[src/rtl/tpcr_pkg.sv]
`default_nettype none

package tpcr_pkg;

   // Fixed field widths
   localparam int HOLD_BITS  = 32;
   localparam int NOW_BITS   = 32;
   localparam int PCT_BITS   = 7;
   localparam int DIR_BITS   = 2;
   localparam int PULSE_BITS = 16;

   // Default parameter values
   localparam int TIME_BITS_DEF     = 32;
   localparam int FRACTION_BITS_DEF = 16;

   // Target numerator: max*(100-p) + min*p is at most 65535*100 < 2^23
   localparam int NUM_BITS = 23;
   localparam logic [PCT_BITS-1:0] PCT_FULL = 7'd100;

   // x/25 == (x * RECIP25) >> RECIP25_SHIFT for any x below 2^30
   localparam int RECIP25_BITS  = 28;
   localparam logic [RECIP25_BITS-1:0] RECIP25 = 28'd171798692;
   localparam int RECIP25_SHIFT = 32;

   // x/5 == (x * RECIP5) >> RECIP_SHIFT for any 32-bit x
   localparam logic [31:0] RECIP5 = 32'hCCCC_CCCD;
   localparam int RECIP_SHIFT = 34;

   // Configuration registers
   localparam int CSR_INDEX_BITS = 1;
   localparam logic [CSR_INDEX_BITS-1:0] REG_MIN_PULSE = 1'd0;
   localparam logic [CSR_INDEX_BITS-1:0] REG_MAX_PULSE = 1'd1;
   localparam logic [PULSE_BITS-1:0] MIN_PULSE_RESET = 16'd5000;
   localparam logic [PULSE_BITS-1:0] MAX_PULSE_RESET = 16'd50000;

   // Operation codes
   localparam logic OP_TICK = 1'b0;
   localparam logic OP_CMD  = 1'b1;

   // Direction codes
   localparam logic [DIR_BITS-1:0] DIR_FWD      = 2'd0;
   localparam logic [DIR_BITS-1:0] DIR_REV      = 2'd1;
   localparam logic [DIR_BITS-1:0] DIR_OTHER    = 2'd2;
   localparam logic [DIR_BITS-1:0] DIR_RESERVED = 2'd3;

   typedef struct packed {
      logic                 operation;
      logic [NOW_BITS-1:0]  now_us;
      logic [PCT_BITS-1:0]  speed_percent;
      logic [DIR_BITS-1:0]  direction_code;
   } req_item_type;

   // Controller to datapath
   typedef struct packed {
      logic item_load;
      logic calc;
      logic update;
      logic mul;
      logic div_start;
      logic apply;
      logic out_load;
   } ctrl_cmd_type;

   // Datapath to controller
   typedef struct packed {
      logic req_is_cmd;
      logic div_done;
      logic out_free;
   } ctrl_stat_type;

endpackage

`default_nettype wire

[src/rtl/tpcr_ctrl.sv]
`default_nettype none

module tpcr_ctrl (
   input  wire logic                    clock,
   input  wire logic                    reset,
   input  wire logic                    req_valid,
   output logic                         req_ready,
   input  wire tpcr_pkg::ctrl_stat_type stat,
   output tpcr_pkg::ctrl_cmd_type       cmd
);
   import tpcr_pkg::*;

   typedef enum logic [2:0] {
      ST_IDLE,
      ST_CALC,
      ST_UPDATE,
      ST_MUL,
      ST_DIV_GO,
      ST_DIV_WAIT,
      ST_APPLY,
      ST_DONE
   } state_type;

   state_type state_ff, state_in;

   // Next state
   always_comb begin
      state_in = state_ff;
      unique case (state_ff)
         ST_IDLE: begin
            if (req_valid) state_in = stat.req_is_cmd ? ST_MUL : ST_CALC;
         end
         ST_CALC:     state_in = ST_UPDATE;
         ST_UPDATE:   state_in = ST_DONE;
         ST_MUL:      state_in = ST_DIV_GO;
         ST_DIV_GO:   state_in = ST_DIV_WAIT;
         ST_DIV_WAIT: begin
            if (stat.div_done) state_in = ST_APPLY;
         end
         ST_APPLY:    state_in = ST_DONE;
         ST_DONE: begin
            if (stat.out_free) state_in = ST_IDLE;
         end
         default:     state_in = ST_IDLE;
      endcase
   end

   always_ff @(posedge clock) begin
      if (reset) begin
         state_ff <= ST_IDLE;
      end else begin
         state_ff <= state_in;
      end
   end

   // Command decode
   assign req_ready     = (state_ff == ST_IDLE);
   assign cmd.item_load = (state_ff == ST_IDLE) && req_valid;
   assign cmd.calc      = (state_ff == ST_CALC);
   assign cmd.update    = (state_ff == ST_UPDATE);
   assign cmd.mul       = (state_ff == ST_MUL);
   assign cmd.div_start = (state_ff == ST_DIV_GO);
   assign cmd.apply     = (state_ff == ST_APPLY);
   assign cmd.out_load  = (state_ff == ST_DONE) && stat.out_free;

`ifndef SYNTHESIS
   a_div_done_expected: assert property (@(posedge clock) disable iff (reset)
      stat.div_done |-> (state_ff == ST_DIV_WAIT))
      else $error("divider finished outside of its wait state");
`endif

endmodule

`default_nettype wire

[config.mk]
export PLATFORM = sky130hd
export DESIGN_NAME = tpcr_ctrl
export DESIGN_NICKNAME = d
export VERILOG_FILES = /design/src/rtl/tpcr_pkg.sv /design/src/rtl/tpcr_ctrl.sv
export SDC_FILE = /design/constraint.sdc
export NUM_CORES = 1
export LEC_CHECK = 0
export ABC_AREA = 1
export BUFFER_PORTS_ARGS = -buffer_cell sky130_fd_sc_hd__buf_2
export CORE_AREA = 2 2 39 41
export DETAILED_ROUTE_END_ITERATION = 10
export DIE_AREA = 0 0 41 43
export HOLD_SLACK_MARGIN = 0.08
export PLACE_DENSITY_LB_ADDON = 0.12
export SETUP_SLACK_MARGIN = 0.2
export SYNTH_ARGS = -nofsm -noshare
export SYNTH_HDL_FRONTEND = slang
export SYNTH_SLANG_ARGS = --single-unit
[constraint.sdc]
create_clock -name clock -period 1.39 [get_ports clock]
set_input_delay 0.139 -clock clock [delete_from_list [all_inputs] [get_ports clock]]
set_output_delay 0.139 -clock clock [all_outputs]
set_load 0.01 [all_outputs]
==> metrics.md, run 1 <==
| Metric | Value |
|---|---|
| Setup violators final | 0 |
| Hold WS | 0.159 ns |
| PwrDens | 2150 nW/um2 |
| Initial Util | 0.260 |
| Delay-heaviest family, CP | flip-flops |
| Crit path time final | 1.26 ns |
| Non-filler instance count after layout | 93 |
| Largest net degree at the start of global routing | 11 |
| Gpl congestion | 0.716 |
| Slowest stage delay, CP | 0.38 ns |
| Seq/Total Area, Yosys | 0.167 |
| Row count | 14 |
| GRT overflow | 0 |
| Synth warn | 0 |
| Max VDD drop | 0.725 mV |
| CTS tree | yes |
| Num ports | 14 |
| Residual DRC count | 0 |
| Relative slew slack | 0.841 |
| Worst-Margin Slew | 0.239 ns |
| Max FFs per register | 3 |
| Unrepaired setup endpoints after global routing | yes |
| Layout Area Growth over Synthesis | 52.8% |
| Syn Area/Cell | 6.11 um2 |
| DP HPWL | 621 um |
| First-pass GRT wire length | 1.39 mm |
| Max Clk Rate | ~0.79 GHz |
| FILL cells | 165 |
| 1st-iter DRT viols | 4 |
| Nets | 89 |
| Die Wd | around 41 um |
| Port Buffers | 13 |
| Total CTS buffers | 3 |
| Area of the multi-input gates | 289 um2 |
| DRT Pass-1 Iters | 2 |
| Dpl cells | 88 |
| Crit. End Element | output pin |
| Setup TNS | 0 ns |
| Final Cycle Share | 0.907 |
| Max cap viols | 0 |
| Syn_nets | 70 |
| Die footprint | 1760 um2 |
| CTS sink count | 3 |
| Leak pwr | ~0.32 nW |
| Critical Path AT | 1.12 ns |
| Status | complete, no violations |
| Clock skew | roughly 0.014 ns |
| CTS clk-pin slew, worst paths | ~0.050 ns |
| H-tree levels | 1 |
| WL/cell | 9.24 um |
| DIE HEIGHT | 43 um |
| Largest reg by FF count | state_ff |
| Slew Viols, Final | 0 |
| CP cell instances | inv_4 -> ha_4 -> nand2_2 -> inv_2 -> buf_2 |
| Final ANT Viol Nets | 0 |
| Final non-filler cell area | 551 um2 |
| Buffer depth of the longest clock path | 2 |
| Via density | 4.12 |
| Final Hold Violating Endpoints | 0 |
| Crit path required time | 1.25 ns |
| Startpoint Class | register |
| WP buf/inv | 3 |
| Seq cells post-synth | 3 |
| Vias in the first global route | 368 |
| DP Area | 453 um2 |
| Worst-path fanout max | 4 |
| Slowest CP cell | dfxtp_4 |
| Biggest regs | state_ff: 3 flops |
| Most common cell after layout, fill and taps aside | buf_2 |
| GRT Overall Usage | 0.114 |
| Skew-Pair Late Insertion Delay | 0.24 ns |
| Synthesized instance count | 59 |
| Vias after detailed routing | 383 |
| Most frequent cells in the layout | buf_2, nand2_1, inv_1, nor2_1 |
| Area occupied by registers | 68.8 um2 |
| Ant. Diodes | 0 |
| Layout cells sized above 1 | 0.506 |
| WS Path Type | register to output pin |
| Final wirelength | 859 um |
| Root buf cell | clkbuf_4 |
| Mapped Area | 360 um2 |
| Core Region | 1380 um2 |
| Hold Path Class | input port to register |
| Count of cell types in the netlist | 16 |
| Initial antenna violation count | 0 |
layer usage:
metal	up-vias	wire length [um]	track usage
li1	211	-	-
met1	160	386	0.128
met2	12	429	0.184
met3	0	43	0.0471
met4	0	0	0.0400
met5	-	0	0
final timing paths:
kind / from / end / slack [ns] / depth (start not counted)
hold / removal: reset / state_ff[0]$_SDFFE_PP0P_ / 0.16 / 4
setup / recovery: state_ff[0]$_SDFFE_PP0P_ / cmd[2] / 0.13 / 5
setup reg to reg: state_ff[0]$_SDFFE_PP0P_ / state_ff[1]$_SDFFE_PP0P_ / 0.20 / 7
hold reg to reg: state_ff[0]$_SDFFE_PP0P_ / state_ff[0]$_SDFFE_PP0P_ / 0.61 / 4
what timing repair did:
action,4_1_cts,5_1_grt
pin swaps,3,0
setup endpoints to repair,11,10
gates resized for setup,16,3
buffers inserted,1,0
hold buffers,0,0
cell families (layout without fill, tap and decap cells):
family	after synthesis	count (layout)	share of synthesized area
compound gates	3	3	0.0416
flops	3	3	0.167
simple gates	33	33	0.441
buf+inv	15	33	0.177
fa+ha+maj	5	5	0.174
report_power, final:
group / switching (mW) / internal [mW] / leakage (nW)
combinational: 0.416 / 0.371 / 0.275
sequential: 0.0919 / 0.142 / 0.0264
clock: 0.0537 / 0.108 / 0.0150
total: 0.561 / 0.621 / 0.317
metrics by stage:
step	total power [mW]	util	worst slack (ns)
after global placement	0.851	0.327	0.0845
final	1.18	0.398	0.129
after global routing	1.30	0.398	0.0603
after detailed placement	0.843	0.327	0.0921
after floorplan	0.693	-	0.202
after CTS	1.16	0.387	0.134
area by class of cell:
| cell class | count | share of cell area |
|---|---|---|
| clock buffers | 4 | 0.0477 |
| inverters | 14 | 0.109 |
| well taps | 16 | 0.0364 |
| flip-flops and latches | 3 | 0.125 |
| multi-input cells | 41 | 0.525 |
| repair buffers | 15 | 0.157 |
worst reg2reg max path, stage by stage, from the launching register on:
cell and delay (ns):
dfxtp_4 0.36, ha_2 0.21, nor2_2 0.15, nand3b_4 0.11
nand2_2 0.06, nand2_1 0.05, nor2_1 0.08, nor2_1 0.04
synth_stat cells, drive strengths merged:
master | count | area share
inv | 14 | 0.15
nand2 | 14 | 0.16
nor2 | 13 | 0.14
ha | 5 | 0.17
dfxtp | 3 | 0.17
nand3 | 3 | 0.056
nor3 | 2 | 0.028
o21ai | 2 | 0.028
a21oi | 1 | 0.014
buf | 1 | 0.031
nand3b | 1 | 0.056
(Power assumes the default switching activity.)
==> inputs of run 2 (changes only) <==
SETUP_SLACK_MARGIN = 0.05   (was 0.2)
==> run 2 against run 1 <==
  * Clock power shrank 7%
  * Wire length shrank 8.8%
  * Largest cell class unchanged
  * Cell area shrank 5.2%
  * Hold slack lost 0.00053 ns
  * Non-clock buffer count grew 1
  * Sequential share of layout area grew 0.69 points
  * Sequential power shrank 5%
  * Die area is the same
==> metrics.md, run 2 (same netlist as run 1, synthesis figures left out) <==
| Metric | Value |
|---|---|
| Clock skew | 0.00351 ns (-0.0104 ns) |
| Hold-fix buffers, CTS | 0 (unchanged) |
| Row count | 14 (unchanged) |
| Pre-CTS setup slack | -0.0430 ns (-0.135 ns) |
| Hold Path Class | input port to register |
| Vias after detailed routing | 382 (-0.26%) |
| Worst-Margin Slew | 0.204 ns (-0.0346 ns) |
| First-pass GRT wire length | 1.37 mm (-0.94%) |
| Num ports | 14 (unchanged) |
| Hold path cells | 4 (unchanged) |
| DP Area | 449 um2 (-0.83%) |
| 1st-iter DRT viols | 6 (+2) |
| Vias in the first global route | 354 (-3.8%) |
| Initial Util | 0.260 (unchanged) |
| Residual DRC count | 0 (unchanged) |
| Buffer depth of the longest clock path | 2 (unchanged) |
| Most frequent cells in the layout | buf_2, nand2_1, inv_1, nor2_1 |
| CTS clk-pin slew, worst paths | 0.04 ns (about the same) |
| Hold WS | 0.158 ns (-0.000530 ns) |
| Final core utilization | 0.377 (-0.0208) |
| Gpl congestion | 0.775 (+8.2%) |
| Total CTS buffers | 3 (unchanged) |
| Biggest regs | state_ff: 3 flops |
| Max FFs per register | 3 (unchanged) |
| Unrepaired setup endpoints after global routing | yes |
| Setup violators final | 0 (unchanged) |
| CTS tree | yes |
| Final Cycle Share | 0.908 (about the same) |
| Worst-path fanout max | 5 (+1) |
| DP HPWL | 605 um (-2.5%) |
| H-tree levels | 1 (unchanged) |
| Grt met3 use | 0.0157 (-0.0314) |
| PwrDens | 2100 nW/um2 (-2.4%) |
| R2R Setup Slk | 0.14 ns (-0.06 ns) |
| Core Region | 1380 um2 (unchanged) |
| Final wirelength | 783 um (-8.8%) |
| Crit path required time | 1.25 ns (about the same) |
| Layout Area Growth over Synthesis | 44.8% |
| DRT Pass-1 Iters | 4 (+2) |
| DIE HEIGHT | 43 um (unchanged) |
| Reg2Reg Depth | 8 (+1) |
| FF-to-FF End | state_ff[1]$_SDFFE_PP0P_ |
| Status | complete, no violations |
| Most common cell after layout, fill and taps aside | buf_2 |
| WS Path Type | register to output pin |
| Max cap viols | 0 (unchanged) |
| GRT Overall Usage | 0.113 (-0.00100) |
| Setup TNS | 0 ns (unchanged) |
| Die Wd | 41 um (unchanged) |
| Crit. End Element | output pin |
| Final non-filler cell area | 522 um2 (-5.2%) |
| Max Clk Rate | 0.793 GHz (about the same) |
| Skew-Pair Late Insertion Delay | 0.23 ns (about the same) |
| Die footprint | 1760 um2 (unchanged) |
| Largest net degree at the start of global routing | 10 (-1) |
| Slew Viols, Final | 0 (unchanged) |
| Startpoint Class | register |
| Largest reg by FF count | state_ff |
| Final ANT Viol Nets | 0 (unchanged) |
| Ant. Diodes | 0 (unchanged) |
| Crit path time final | 1.26 ns (+0.000604 ns) |
| Initial antenna violation count | 0 (unchanged) |
| Setup ws final | 0.128 ns (-0.000604 ns) |
| M1 GR Usage | 0.147 (+0.0192) |
| Relative slew slack | 0.863 (+0.0220) |
| Hold Crit Start | reset |
| R2r startpoint | state_ff[0]$_SDFFE_PP0P_ |
| Port Buffers | 13 (unchanged) |
| Hold endpoint | state_ff[0]$_SDFFE_PP0P_ |
| Layout cells sized above 1 | 0.462 (-0.0450) |
| Grt peak-use layer | met2 |
| Critical Path AT | 1.12 ns (about the same) |
| GRT overflow | 0 (unchanged) |
| Max VDD drop | 0.643 mV (-11%) |
| Via density | 4.06 (-1.3%) |
| WL/cell | 8.33 um (-9.8%) |
| Nets | 90 (+1.1%) |
| CTS sink count | 3 (unchanged) |
| Routing usage on met2 | 0.163 (-0.0219) |
| Root buf cell | clkbuf_4 |
| Leak pwr | 0.315 nW (-0.61%) |
| Final Hold Violating Endpoints | 0 (unchanged) |
run 2: cell count changes in the layout (fill, tap and decap cells not counted), sizes merged:
cell	change
buf	+1
run 2: repair_timing:
item,4_1_cts,5_1_grt
setup buffers,1,0
pin swaps,0,1
cloned,0,0
gates resized for setup,6,9
setup endpoints to repair,8,9
run 2: stage by stage:
| step | power (mW) | std cells |
|---|---|---|
| global placement | 0.840 | 89 |
| finish | 1.09 | 94 |
| floorplan | 0.662 | 59 |
| global route | 1.23 | 94 |
| CTS | 1.07 | 94 |
| detailed placement | 0.837 | 89 |
run 2: cell type report:
cell class / instances / area [um2]
timing repair buffer: 16 / 87.6
multi-input combinational: 41 / 262
fill: 168 / 862
inverter: 14 / 57.6
tap: 16 / 20.0
clock buffer: 4 / 26.3
sequential: 3 / 68.8
run 2: critical path: stages (launching register included):
cell and delay (ns):
dfxtp_4 0.36, inv_4 0.08, ha_4 0.14, inv_2 0.05
nor3_2 0.13, buf_2 0.14
run 2: worst max path at each step:
stage	start	end	slack, ns	cells after the start
after floorplan	state_ff[1]$_SDFFE_PP0P_	state_ff[1]$_SDFFE_PP0P_	0.13	8
after global placement	state_ff[1]$_SDFFE_PP0P_	state_ff[1]$_SDFFE_PP0P_	-0.06	8
after detailed placement	state_ff[1]$_SDFFE_PP0P_	state_ff[1]$_SDFFE_PP0P_	-0.04	8
after CTS	state_ff[0]$_SDFFE_PP0P_	state_ff[1]$_SDFFE_PP0P_	0.05	8
after global routing	state_ff[0]$_SDFFE_PP0P_	state_ff[1]$_SDFFE_PP0P_	0.04	8
final	state_ff[1]$_SDFFE_PP0P_	cmd[6]	0.13	5
run 2: report_power, final:
group | total [mW] | internal, mW | switching [mW] | leakage [nW]
logic | 0.721 | 0.331 | 0.391 | 0.273
clock network | 0.151 | 0.107 | 0.0432 | 0.0150
registers | 0.222 | 0.142 | 0.0796 | 0.0264
run 2: per-layer routing:
layer  wire length [um]  part of all wire
met1                359              0.46
met4                  0                 0
met2                373              0.48
met3                 50             0.064
met5                  0                 0
